$ cat src/overload_queue_admission_top_defines.svh
// Assertion macros for the top module, which checks its own logic.
`ifndef OVERLOAD_QUEUE_ADMISSION_TOP_DEFINES_SVH
`define OVERLOAD_QUEUE_ADMISSION_TOP_DEFINES_SVH
// Checks that an implication holds at every clock edge outside reset.
`define OQA_ASSERT_IMPL(label, clk_s, rst_n_s, ante, cons) \
	label: assert property (@(posedge clk_s) disable iff (!rst_n_s) (ante) |-> (cons)) \
		else $error("assertion failed");
// Checks that a consequence holds at the clock edge after the antecedent.
`define OQA_ASSERT_NEXT(label, clk_s, rst_n_s, ante, cons) \
	label: assert property (@(posedge clk_s) disable iff (!rst_n_s) (ante) |=> (cons)) \
		else $error("assertion failed");
`endif

$ cat src/oqa_pkg.sv
`default_nettype none
package oqa_pkg;
	localparam int QueueDepth = 16;
	localparam int IdxW = $clog2(QueueDepth);
	localparam int CntW = 7;

	localparam logic [1:0] OP_ARRIVE = 2'd0;
	localparam logic [1:0] OP_ASK = 2'd1;
	localparam logic [1:0] OP_DONE = 2'd2;
	localparam logic [1:0] OP_UNUSED = 2'd3;

	localparam logic [1:0] POL_BLOCK = 2'd0;
	localparam logic [1:0] POL_TAIL = 2'd1;
	localparam logic [1:0] POL_RANDOM = 2'd2;
	localparam logic [1:0] POL_HEAD = 2'd3;

	localparam logic [1:0] REG_POLICY = 2'd0;
	localparam logic [1:0] REG_CAPACITY = 2'd1;
	localparam logic [1:0] REG_SEED = 2'd2;

	localparam logic [2:0] K_ADMIT = 3'd0;
	localparam logic [2:0] K_REFUSE = 3'd1;
	localparam logic [2:0] K_EVICT = 3'd2;
	localparam logic [2:0] K_DISPATCH = 3'd3;
	localparam logic [2:0] K_HELD = 3'd4;
	localparam logic [2:0] K_NOWORK = 3'd5;
	localparam logic [2:0] K_DONE = 3'd6;

	typedef struct packed {
		logic [1:0] opcode;
		logic [15:0] tag;
		logic [31:0] timestamp;
	} in_item_t;

	typedef struct packed {
		logic [2:0] kind;
		logic [15:0] tag_res;
		logic [31:0] wait_time;
		logic last;
	} out_item_t;

	typedef struct packed {
		logic [15:0] tag;
		logic [31:0] arrival;
	} entry_t;

	// Command from the controller to the row of cells.
	typedef struct packed {
		logic push;
		logic remove;
		logic [IdxW-1:0] idx;
		entry_t data;
	} cell_cmd_t;
endpackage
`default_nettype wire

$ cat src/oqa_cell.sv
`default_nettype none
module oqa_cell
	import oqa_pkg::*;
(
	input wire logic clk,
	input wire cell_cmd_t cmd,
	input wire logic [IdxW-1:0] my_idx,
	input wire logic [IdxW:0] count,
	input wire entry_t from_next,
	output entry_t entry
);
	entry_t entry_q;

	// On a removal every cell at or above the index takes its neighbour's entry.
	always_ff @(posedge clk) begin
		if (cmd.remove && (my_idx >= cmd.idx)) begin
			entry_q <= from_next;
		end else if (cmd.push && ({1'b0, my_idx} == count)) begin
			entry_q <= cmd.data;
		end
	end

	assign entry = entry_q;
endmodule
`default_nettype wire

$ cat src/overload_queue_admission_top.sv
`default_nettype none
// Admission controller for a bounded request queue held in a row of cells
// that shift towards the head on each removal. The queue holds 16 entries.
// An item normally passes through acceptance, a pending-arrival check and a
// main step before the next acceptance; a completion with no pending arrival
// to admit, or an unused opcode, ends after the check, and a drop-head
// overload adds a final step that admits the arrival. A random-drop overload
// adds, for each eviction, a step that reduces the generator value modulo the
// fill count one bit at a time and a step that removes the entry, with up to
// five evictions for a full queue. A result that waits for the output
// register to be taken holds the item in its current step.
module overload_queue_admission_top
	import oqa_pkg::*;
(
	input wire logic clk,
	input wire logic arst_n,
	input wire logic in_valid,
	output logic in_stall,
	input wire in_item_t in_data,
	output logic out_valid,
	input wire logic out_stall,
	output out_item_t out_data,
	input wire logic cfg_we,
	input wire logic [1:0] cfg_index,
	input wire logic [15:0] cfg_data
);
	`include "overload_queue_admission_top_defines.svh"

	typedef enum logic [5:0] {
		ST_IDLE = 6'b000001,
		ST_PRE = 6'b000010,
		ST_MAIN = 6'b000100,
		ST_MOD = 6'b001000,
		ST_EVICT = 6'b010000,
		ST_FINAL = 6'b100000
	} state_t;

	state_t state_q;
	logic [1:0] policy_q;
	logic [6:0] capacity_q;
	logic [15:0] lfsr_q;
	logic [IdxW:0] count_q;
	logic [CntW-1:0] in_service_q;
	logic held_valid_q;
	entry_t held_q;
	in_item_t item_q;
	logic [2:0] evict_left_q;
	logic out_valid_q;
	out_item_t out_q;
	logic [15:0] mod_val_q;
	logic [IdxW:0] mod_rem_q;
	logic [3:0] mod_cnt_q;

	cell_cmd_t cmd;
	entry_t cells [QueueDepth];
	entry_t nexts [QueueDepth];

	for (genvar g = 0; g < QueueDepth; g++) begin : g_row
		if (g == QueueDepth - 1) begin : g_end
			assign nexts[g] = cells[g];
		end else begin : g_mid
			assign nexts[g] = cells[g + 1];
		end
		oqa_cell u_cell (
			.clk(clk),
			.cmd(cmd),
			.my_idx(IdxW'(g)),
			.count(count_q),
			.from_next(nexts[g]),
			.entry(cells[g])
		);
	end

	logic full;
	logic full_done;
	logic [7:0] occ;
	logic [7:0] occ_done;
	logic out_free;
	logic [15:0] lfsr_nx;
	logic [IdxW:0] mod_shift;
	logic [IdxW:0] mod_step;
	logic [7:0] evict_num;
	logic [15:0] evict_prod;
	logic [3:0] n_evict;
	logic emit;
	out_item_t res;
	state_t state_nx;
	logic [1:0] op;

	assign op = item_q.opcode;
	assign occ = 8'(count_q) + 8'(in_service_q);
	assign full = (occ >= {1'b0, capacity_q}) || (count_q == (IdxW+1)'(QueueDepth));
	// Occupancy as it will be once a completion has left service.
	assign occ_done = occ - 8'(in_service_q != '0);
	assign full_done = (occ_done >= {1'b0, capacity_q})
		|| (count_q == (IdxW+1)'(QueueDepth));
	assign out_free = !out_valid_q || !out_stall;
	assign lfsr_nx = lfsr_q[0] ? ((lfsr_q >> 1) ^ 16'hB400) : (lfsr_q >> 1);
	// Restoring remainder step: one generator bit per cycle, most significant first.
	assign mod_shift = {mod_rem_q[IdxW-1:0], mod_val_q[15]};
	assign mod_step = (mod_shift >= count_q) ? (mod_shift - count_q) : mod_shift;
	// Eviction count ceil(0.3 * queued) as (3 * queued + 9) / 10, using 205 / 2048.
	assign evict_num = 8'(count_q) * 8'd3 + 8'd9;
	assign evict_prod = 16'(evict_num) * 16'd205;
	assign n_evict = evict_prod[14:11];

	always_comb begin
		cmd = '0;
		cmd.data = held_q;
		emit = 1'b0;
		res = '0;
		state_nx = state_q;
		unique case (state_q)
			ST_IDLE: begin
				if (in_valid) begin
					state_nx = ST_PRE;
				end
			end
			ST_PRE: begin
				if (out_free) begin
					state_nx = ST_MAIN;
					if (op == OP_DONE) begin
						emit = 1'b1;
						res.kind = K_DONE;
						if (!held_valid_q || full_done) begin
							state_nx = ST_IDLE;
						end
					end else begin
						if (held_valid_q && !full) begin
							emit = 1'b1;
							res.kind = K_ADMIT;
							res.tag_res = held_q.tag;
							cmd.push = 1'b1;
						end
						if (op != OP_ARRIVE && op != OP_ASK) begin
							state_nx = ST_IDLE;
						end
					end
				end
			end
			ST_MAIN: begin
				if (out_free) begin
					state_nx = ST_IDLE;
					priority case (op)
						OP_DONE: begin
							if (held_valid_q && !full) begin
								emit = 1'b1;
								res.kind = K_ADMIT;
								res.tag_res = held_q.tag;
								cmd.push = 1'b1;
							end
						end
						OP_ASK: begin
							emit = 1'b1;
							if (count_q == '0) begin
								res.kind = K_NOWORK;
							end else begin
								res.kind = K_DISPATCH;
								res.tag_res = cells[0].tag;
								res.wait_time = item_q.timestamp - cells[0].arrival;
								cmd.remove = 1'b1;
							end
						end
						OP_ARRIVE: begin
							emit = 1'b1;
							res.tag_res = item_q.tag;
							cmd.data.tag = item_q.tag;
							cmd.data.arrival = item_q.timestamp;
							if (held_valid_q) begin
								res.kind = K_REFUSE;
							end else if (!full) begin
								res.kind = K_ADMIT;
								cmd.push = 1'b1;
							end else if (policy_q == POL_BLOCK) begin
								res.kind = K_HELD;
							end else if (policy_q == POL_TAIL || count_q == '0) begin
								res.kind = K_REFUSE;
							end else if (policy_q == POL_HEAD) begin
								res.kind = K_EVICT;
								res.tag_res = cells[0].tag;
								cmd.remove = 1'b1;
								state_nx = ST_FINAL;
							end else begin
								emit = 1'b0;
								state_nx = ST_MOD;
							end
						end
						default: begin
						end
					endcase
				end
			end
			ST_MOD: begin
				if (mod_cnt_q == 4'd15) begin
					state_nx = ST_EVICT;
				end
			end
			ST_EVICT: begin
				if (out_free) begin
					emit = 1'b1;
					res.kind = K_EVICT;
					res.tag_res = cells[mod_rem_q[IdxW-1:0]].tag;
					cmd.remove = 1'b1;
					cmd.idx = mod_rem_q[IdxW-1:0];
					if (evict_left_q == 3'd1 || count_q == (IdxW+1)'(1)) begin
						state_nx = ST_FINAL;
					end else begin
						state_nx = ST_MOD;
					end
				end
			end
			ST_FINAL: begin
				if (out_free) begin
					emit = 1'b1;
					res.kind = K_ADMIT;
					res.tag_res = item_q.tag;
					cmd.push = 1'b1;
					cmd.data.tag = item_q.tag;
					cmd.data.arrival = item_q.timestamp;
					state_nx = ST_IDLE;
				end
			end
			default: begin
				state_nx = ST_IDLE;
			end
		endcase
		res.last = (state_nx == ST_IDLE);
	end

	assign in_stall = (state_q != ST_IDLE);
	assign out_valid = out_valid_q;
	assign out_data = out_q;

	always_ff @(posedge clk or negedge arst_n) begin
		if (!arst_n) begin
			state_q <= ST_IDLE;
			policy_q <= POL_BLOCK;
			capacity_q <= 7'd16;
			lfsr_q <= 16'd1;
			count_q <= '0;
			in_service_q <= '0;
			held_valid_q <= 1'b0;
			evict_left_q <= '0;
			out_valid_q <= 1'b0;
		end else begin
			state_q <= state_nx;
			if (cfg_we) begin
				unique case (cfg_index)
					REG_POLICY: policy_q <= cfg_data[1:0];
					REG_CAPACITY: capacity_q <= cfg_data[6:0];
					REG_SEED: lfsr_q <= (cfg_data == '0) ? 16'd1 : cfg_data;
					default: begin
					end
				endcase
			end
			if (!out_valid_q || !out_stall) begin
				out_valid_q <= 1'b0;
			end
			if (emit) begin
				out_valid_q <= 1'b1;
			end
			if (cmd.push) begin
				count_q <= count_q + 1'b1;
			end else if (cmd.remove) begin
				count_q <= count_q - 1'b1;
			end
			if (state_q == ST_PRE && out_free && op == OP_DONE && in_service_q != '0) begin
				in_service_q <= in_service_q - 1'b1;
			end
			if (state_q == ST_MAIN && out_free && op == OP_ASK && count_q != '0
				&& in_service_q != 7'd127) begin
				in_service_q <= in_service_q + 1'b1;
			end
			if (cmd.push && cmd.data == held_q && res.kind == K_ADMIT
				&& res.tag_res == held_q.tag && (state_q == ST_PRE || op == OP_DONE)) begin
				held_valid_q <= 1'b0;
			end
			if (state_q == ST_MAIN && out_free && op == OP_ARRIVE && res.kind == K_HELD) begin
				held_valid_q <= 1'b1;
			end
			if (state_q == ST_MAIN && state_nx == ST_MOD) begin
				evict_left_q <= n_evict[2:0];
			end
			// The generator advances once for each random eviction.
			if (state_nx == ST_MOD && state_q != ST_MOD) begin
				lfsr_q <= lfsr_nx;
			end
			if (state_q == ST_EVICT && out_free) begin
				evict_left_q <= evict_left_q - 1'b1;
			end
		end
	end

	always_ff @(posedge clk) begin
		if (state_q == ST_IDLE && in_valid) begin
			item_q <= in_data;
		end
		if (emit) begin
			out_q <= res;
		end
		if (state_q == ST_MAIN && out_free && op == OP_ARRIVE && res.kind == K_HELD) begin
			held_q.tag <= item_q.tag;
			held_q.arrival <= item_q.timestamp;
		end
		if (state_nx == ST_MOD && state_q != ST_MOD) begin
			mod_val_q <= lfsr_nx;
			mod_rem_q <= '0;
			mod_cnt_q <= '0;
		end else if (state_q == ST_MOD) begin
			mod_val_q <= mod_val_q << 1;
			mod_rem_q <= mod_step;
			mod_cnt_q <= mod_cnt_q + 1'b1;
		end
	end

	`OQA_ASSERT_IMPL(a_count_bound, clk, arst_n, 1'b1, count_q <= (IdxW+1)'(QueueDepth))
	`OQA_ASSERT_IMPL(a_no_overwrite, clk, arst_n, out_valid_q && out_stall, !emit)
	`OQA_ASSERT_NEXT(a_take_busy, clk, arst_n, in_valid && !in_stall, state_q == ST_PRE)
endmodule
`default_nettype wire

$ cat config.mk
export PLATFORM = sky130hd
export DESIGN_NAME = overload_queue_admission_top
export DESIGN_NICKNAME = d
export VERILOG_FILES = /design/src/oqa_pkg.sv /design/src/oqa_cell.sv /design/src/overload_queue_admission_top.sv
export VERILOG_INCLUDE_DIRS = /design/src /design/src/src
export SDC_FILE = /design/constraint.sdc
export NUM_CORES = 2
export LEC_CHECK = 0
export BUFFER_PORTS_ARGS = -buffer_cell sky130_fd_sc_hd__buf_4
export CORE_ASPECT_RATIO = 0.7
export CORE_MARGIN = 2
export CORE_UTILIZATION = 45
export CTS_CLUSTER_DIAMETER = 50
export CTS_CLUSTER_SIZE = 24
export DETAILED_ROUTE_END_ITERATION = 6
export PLACE_DENSITY = 0.63
export SYNTH_ARGS = -nofsm -noshare
export SYNTH_HDL_FRONTEND = slang
export SYNTH_SLANG_ARGS = --single-unit
$ cat constraint.sdc
create_clock -name clk -period 12.1 [get_ports clk]
set_input_delay 1.815 -clock clk [delete_from_list [all_inputs] [get_ports clk]]
set_output_delay 1.815 -clock clk [all_outputs]
set_load 0.1 [all_outputs]
* Word level (Yosys, flattened, before mapping)
Cells that the tools add are included.
** Word-level totals
- Bits in registers :: 990
- Latch bits :: 0
- Memory bits (writable) :: 0
- Memory bits (read-only) :: 0
- Bits of input ports :: 73
- Output and inout port bits :: 54
- Memories :: 0
** Operators by class
- Add/sub/neg operators :: 11
- Multiply operators :: 2
- Divide/modulo/power cells :: 0
- Magnitude comparators :: 20
- Eq/ne operators :: 40
- Shift-type cells :: 0
- Mux-type cells :: 120
- Bitwise gates (word level) :: 6
- Reductions and logical operators :: 100
** Operators with widths (count)
- two-way mux 48 bit :: 36
- two-way mux 16 bit :: 14
- binary-select mux 48 bit (select 4 bit) :: 1
- one-hot mux 48 bit (2 select lines) :: 1
- two-way mux 6 bit :: 14
- one-hot mux 19 bit (4 select lines) :: 1
- one-hot mux 19 bit (3 select lines) :: 1
- logical AND 1 bit :: 51
- two-way mux 51 bit :: 1
- equality test 48 bit :: 1
- nonzero test 2 bit :: 24
- equality test 4 x 5 -> 1 bit (first input constant) :: 8
- two-way mux 18 bit :: 2
- one-hot mux 6 bit (6 select lines) :: 1
- greater-or-equal comparator 4 bit (first input constant) :: 8
- two-way mux 32 bit :: 1
- subtractor 32 bit :: 1
- two-way mux 3 bit :: 9
- two-way mux 1 bit :: 21
- equality test 3 x 5 -> 1 bit (first input constant) :: 4
- two-way mux 19 bit :: 1
- equality test 16 bit :: 1
- greater-or-equal comparator 3 x 4 -> 1 bit (first input constant) :: 4
- greater-or-equal comparator 8 x 7 -> 1 bit :: 2
- other kinds (55) :: 91

* Longest topological paths before layout
- Depth in word-level cells :: 15
- Depth in mapped cells :: 23
- Depth with buffers taken out :: 23

* Hierarchy
Synthesis repeated with hierarchy kept, for this count alone.
** Unflattened totals
- Cell total of the unflattened synthesis :: 3419
- Area total of the unflattened synthesis :: 51717.1 um^2
** By module, submodules not included
- oqa_cell :: times used 16, cells each 123, area each 2244.7 um^2
- overload_queue_admission_top :: times used 1, cells each 1451, area each 15802.7 um^2

* Worst setup path before layout
Ideal clock, no wire load.
- Path kind :: register to register
- Start point :: reg in_service_q[0]
- End point :: reg g_row[10].u_cell.entry_q, in the netlist g_row[10].u_cell.entry[0] (enable)
- Setup time :: 0.520 ns
- Arrival time :: 6.990 ns
- Required time :: 11.580 ns
- Setup slack :: 4.590 ns
- Cell stages (with the launch flop) :: 16
- Period minus slack after synthesis :: 7.510 ns
- Cells stage by stage :: dfrtp_1 -> ha_1 -> fa_1 -> a21o_1 -> a21oi_1 -> xnor2_1 -> ha_1 -> a21o_1 -> a21oi_1 -> o21ai_0 -> a2111oi_4 -> buf_2 -> a21o_1 -> buf_2 -> nand2_1 -> o21ai_0
** Between the ends
- Longest elaborated chain between the ends :: 11
** RTL lines
- from (decl) :: RTL line overload_queue_admission_top.sv:43 : logic [CntW-1:0] in_service_q;
- from (signal assigned) :: RTL line overload_queue_admission_top.sv:268 : in_service_q <= in_service_q - 1'b1;
- from (signal assigned) :: RTL line overload_queue_admission_top.sv:272 : in_service_q <= in_service_q + 1'b1;
- adder 5 x 7 -> 8 bit * :: RTL line overload_queue_admission_top.sv:91 : assign occ = 8'(count_q) + 8'(in_service_q);
- greater-or-equal comparator 8 x 7 -> 1 bit * :: RTL line overload_queue_admission_top.sv:92 : assign full = (occ >= {1'b0, capacity_q}) || (count_q == (IdxW+1)'(QueueDepth));
- logical OR 1 bit * :: RTL line overload_queue_admission_top.sv:92
- logical NOT 1 bit
- logical AND 1 bit :: RTL line overload_queue_admission_top.sv:129, overload_queue_admission_top.sv:146
- two-way mux 1 bit :: RTL line overload_queue_admission_top.sv:129, overload_queue_admission_top.sv:146
- one-hot mux 1 bit (2 select lines) or two-way mux 1 bit (tied branches) :: RTL line overload_queue_admission_top.sv:144, overload_queue_admission_top.sv:122
- two-way mux 2 bit or two-way mux 1 bit (tied branches) :: RTL line overload_queue_admission_top.sv:142, overload_queue_admission_top.sv:120
- one-hot mux 1 bit (3 select lines) :: RTL line overload_queue_admission_top.sv:113 : unique case (state_q)
- logical AND 1 bit :: RTL line oqa_cell.sv:18 : end else if (cmd.push && ({1'b0, my_idx} == count)) begin
- nonzero test 2 bit (no source line) *
- to (signal assigned) :: RTL line oqa_cell.sv:17 : entry_q <= from_next;
- to (signal assigned) :: RTL line oqa_cell.sv:19 : entry_q <= cmd.data;
- to (decl) :: RTL line oqa_cell.sv:12 : entry_t entry_q;
Mark *: on every way between the ends. The rest lies on a longest branch, timed or not.
A chain may end at the register's enable or synchronous reset.

* Worst setup path in the final report
- Start point :: reg count_q[0]
- End point :: reg g_row[9].u_cell.entry_q, in the netlist g_row[9].u_cell.entry[10] (enable)
** Between the ends
- Longest elaborated chain between the ends :: 11
** RTL lines
- from (decl) :: RTL line overload_queue_admission_top.sv:42 : logic [IdxW:0] count_q;
- from (signal assigned) :: RTL line overload_queue_admission_top.sv:263 : count_q <= count_q + 1'b1;
- from (signal assigned) :: RTL line overload_queue_admission_top.sv:265 : count_q <= count_q - 1'b1;
- adder 5 x 7 -> 8 bit or logical NOT 5 bit (tied branches) :: RTL line overload_queue_admission_top.sv:91, overload_queue_admission_top.sv:155, overload_queue_admission_top.sv:176
- greater-or-equal comparator 8 x 7 -> 1 bit or logical OR 1 bit (tied branches) :: RTL line overload_queue_admission_top.sv:92, overload_queue_admission_top.sv:176
- logical OR 1 bit or two-way mux 1 bit (tied branches) :: RTL line overload_queue_admission_top.sv:92, overload_queue_admission_top.sv:176
- logical NOT 1 bit or two-way mux 1 bit (tied branches)
- logical AND 1 bit or two-way mux 1 bit (tied branches) :: RTL line overload_queue_admission_top.sv:129, overload_queue_admission_top.sv:146, overload_queue_admission_top.sv:171
- two-way mux 1 bit or two-way mux 2 bit (tied branches) :: RTL line overload_queue_admission_top.sv:129, overload_queue_admission_top.sv:146, overload_queue_admission_top.sv:169
- one-hot mux 1 bit (2 select lines) or two-way mux 1 bit (tied branches) :: RTL line overload_queue_admission_top.sv:144, overload_queue_admission_top.sv:122
- two-way mux 2 bit or two-way mux 1 bit (tied branches) :: RTL line overload_queue_admission_top.sv:142, overload_queue_admission_top.sv:120
- one-hot mux 1 bit (3 select lines) or one-hot mux 1 bit (2 select lines) (tied branches) :: RTL line overload_queue_admission_top.sv:113
- logical AND 1 bit (on tied branches) :: RTL line oqa_cell.sv:18, oqa_cell.sv:16
- nonzero test 2 bit (no source line) *
- to (signal assigned) :: RTL line oqa_cell.sv:17
- to (signal assigned) :: RTL line oqa_cell.sv:19
- to (decl) :: RTL line oqa_cell.sv:12
Marked as above.

==> flow_metrics.env <==
export IMPL_wl_met2_um=47600
export IMPL_yosysMostFrequentCell="edfxtp_1"
export IMPL_whs_ns=0.460
export IMPL_n_fill_cell=8833
export IMPL_fin_nets=4088
export IMPL_coreArea_um2=103000
export IMPL_dr_wl_met3_um=13900
export IMPL_stdcell_count=5311
export IMPL_p_per_area_nw_per_um2=206
export IMPL_dpl_hpwl_um=79000
export IMPL_antenna_cells=0
export IMPL_synthSimpleGateAreaFrac_pct=8.95
export IMPL_vias_per_cell=5.76
export IMPL_ys_top_cells_by_area="edfxtp_1 60%, a21oi_1 7.4%, nor2_1 5.7%, mux4_2 3.2%, ha_1 3.2%"
export IMPL_slew_headroom_pct=15.0
export IMPL_grt_pass1_vias=28000
export IMPL_cts_resized=0
export IMPL_post_drt_wl_per_cell_um=23.0
export IMPL_portBuffers=126
export IMPL_startpoint_type="register"
export IMPL_hold_viol=0
export IMPL_fin_setup_tns_ns=0
export IMPL_cts_root_buf="clkbuf_16"
export IMPL_die_area_um2=107000
export IMPL_area_growth_pct=12.2
export IMPL_die_h_um=274
export IMPL_drive_gt1_share_pct=16.0
export IMPL_row_count=98
export IMPL_grt_pass1_wl_um=183000
export IMPL_yosys_top_cells_count="934 x edfxtp_1, 716 x nor2_1, 692 x a21oi_1, 176 x inv_1, 147 x clkbuf_1"
export IMPL_gp_congestion=0.889
export IMPL_synthMuxAreaShare_pct=7.51
export IMPL_final_util_pct=51.2
export IMPL_grt_max_degree=98
export IMPL_dr_total_vias=30600
export IMPL_drv_cap=0
export IMPL_antenna_found_initial=0
export IMPL_path_clk_slew_ns=0.07
export IMPL_htreeDepth=3
export IMPL_setup_slack_ns=5.98
export IMPL_die_w_um=389
export IMPL_clock_sink_count=990
export IMPL_timing_final_crit_period_ns=6.12
export IMPL_setup_viol=0
export IMPL_drc_errors=0
export IMPL_grt_ovfl_total=0
export IMPL_worst_slew_pin_slew_ns=1.27
export IMPL_synth_xor_area_share_pct=1.33
export IMPL_ys_seq_elements=990
export IMPL_dp_cells=5141
export IMPL_cts_made_buffers=90
export IMPL_syn_area_um2=46800
export IMPL_status="complete, no violations"
export IMPL_syn_nets=4025
export IMPL_async_reset_ff_share_pct=4.85
export IMPL_clockBufferDepth=3
export IMPL_hold_start="mod_cnt_q[3]$_SDFFE_PP0P_"
export IMPL_hp_class="reg2reg"
export IMPL_met1_length_um=59100
export IMPL_rr_worst_depth=17
export IMPL_synth_compound_area_share_pct=11.7
export IMPL_cp_startpoint="count_q[0]$_DFFE_PN0P_"
export IMPL_synth_top_family_by_area="compound AO/OA/AOI/OAI gates"
export IMPL_endpoint_kind="register"
export IMPL_rsz0062_at_grt="no"
export IMPL_synth_fa_ha_area_share_pct=3.74
export IMPL_pre_cts_ws_ns=6.02
export IMPL_required_ns=12.44
export IMPL_synth_edf_count=934
export IMPL_synth_top_cell_by_area="edfxtp_1"
export IMPL_worst_setup_path_type="reg2reg"
export IMPL_maxSlewViolCount=0
export IMPL_yosys_area_top_type_share_pct=59.9
export IMPL_worstSkewPairLatency_ns=0.71
export IMPL_syn_area_per_cell_um2=12.2
export IMPL_cts_tree="yes"
export IMPL_finClkSkew_ns=0.0262
export IMPL_p_leak_nw=19.2
export IMPL_start_util_pct=45.6
export IMPL_track_usage_pct=22.7
export IMPL_ios=127
export IMPL_yosys_warnings=0
export IMPL_irDropWorstVdd_mv=0.427
export IMPL_yosysSeqAreaShare_pct=62.9
export IMPL_wl_um=122000
export IMPL_first_pass_iters=7
export IMPL_first_iter_violations=3502
export IMPL_yosysUniqueCellTypes=87
export IMPL_crit_arrival_ns=6.46
export IMPL_finalCritPeriodShare_pct=50.6
export IMPL_holdPathStages=1
export IMPL_synth_flop_cell="edfxtp_1"
export IMPL_worstReg2RegStart="count_q[0]$_DFFE_PN0P_"
export IMPL_path_max_fanout=57
export IMPL_hold_buffers=0
export IMPL_post_cts_buffers=0
export IMPL_max_freq_ghz=0.163
export IMPL_top_layer_used="met4"
export IMPL_ant_nets=0
export IMPL_syn_inst=3820
[layout by cell type, fill, tap and decap left out, types with 17 or more instances in the layout]
cell type,synthesis,routed
nand2b_1,22,22
buf_4,9,221
nand3_1,18,18
o21ai_0,76,67
inv_1,176,175
nor2_1,716,715
a21oi_1,692,690
mux4_2,67,67
edfxtp_1,934,934
clkbuf_16,0,92
nand2_1,114,113
inv_6,0,17
nor3_1,19,19
xnor2_1,41,41
dfrtp_1,45,45
ha_1,119,119
mux2_2,116,116
a21o_1,21,21
xor2_1,30,30
mux2i_1,70,70
a221o_1,31,31
[cell families (layout without fill, tap and decap cells)]
logic type	Yosys count	after routing
compound gates	961	961
xor+xnor	71	71
fa+ha+maj	132	132
buf+inv	427	568
flops	990	990
mux	253	253
simple gates	986	986
[sequential cells by signal (all words and copies together) (netlist names), 3 cells and up]
signal and cells:
held_q 48, mod_cnt_q 4, mod_val_q 16, count_q 5, item_q 48, capacity_q 7
state_q 6, evict_left_q 3, in_service_q 7, g_row.u_cell.entry 768, lfsr_q 16, out_data 52
mod_rem_q 4
[cell type report]
| class | instances | area, um^2 | share of cell area [%] |
|---|---|---|---|
| tap | 1350 | 1690 | 3.22 |
| clock inverter | 76 | 981 | 1.87 |
| multi-input combinational | 2403 | 15800 | 30.1 |
| sequential | 990 | 29400 | 56.0 |
| timing repair buffer | 221 | 1660 | 3.16 |
| clock buffer | 94 | 2310 | 4.40 |
| inverter | 177 | 664 | 1.27 |
[worst paths after layout]
path                                                  endpoint  slack, ns
hold / removal                       mod_cnt_q[3]$_SDFFE_PP0P_       0.46
setup / recovery           g_row[9].u_cell.entry[10]$_DFFE_PP_       5.98
max in group asynchronous               lfsr_q[13]$_DFFE_PN0P_      10.46
setup reg to reg           g_row[9].u_cell.entry[10]$_DFFE_PP_       5.98
min in group asynchronous          in_service_q[3]$_DFFE_PN0P_       1.15
hold reg to reg                      mod_cnt_q[3]$_SDFFE_PP0P_       0.46
[critical path, cell delays in order, from the launching register on]
cell	delay [ns]
dfrtp_1	0.56
ha_1	0.34
fa_1	0.42
a21o_1	0.21
a21oi_1	0.17
xnor2_1	0.24
ha_1	0.32
a21o_1	0.18
a21oi_1	0.14
o21ai_0	0.16
a2111oi_4	0.86
o21bai_4	0.12
buf_4	0.30
o21ai_4	0.10
buf_4	0.39
buf_4	0.61
o21ai_4	0.09
buf_4	0.40
[report_power, final]
group	internal, mW	switching [mW]	total, mW
logic	1.45	2.10	3.55
clock network	1.62	1.54	3.16
registers	3.94	0.188	4.13
[routing by layer]
layer | up-vias | track usage [%]
met5 | - | 0
met4 | 0 | 4.28
met3 | 121 | 5.99
met2 | 1398 | 29.7
met1 | 14900 | 37.2
li1 | 14100 | -
[metrics by stage]
stage	power (mW)	instance area, um^2
finish	10.8	52500
global route	11.6	52500
CTS	10.9	52500
detailed placement	7.73	49200
global placement	7.69	49200
floorplan	6.85	46800
(Power assumes the default switching activity.)
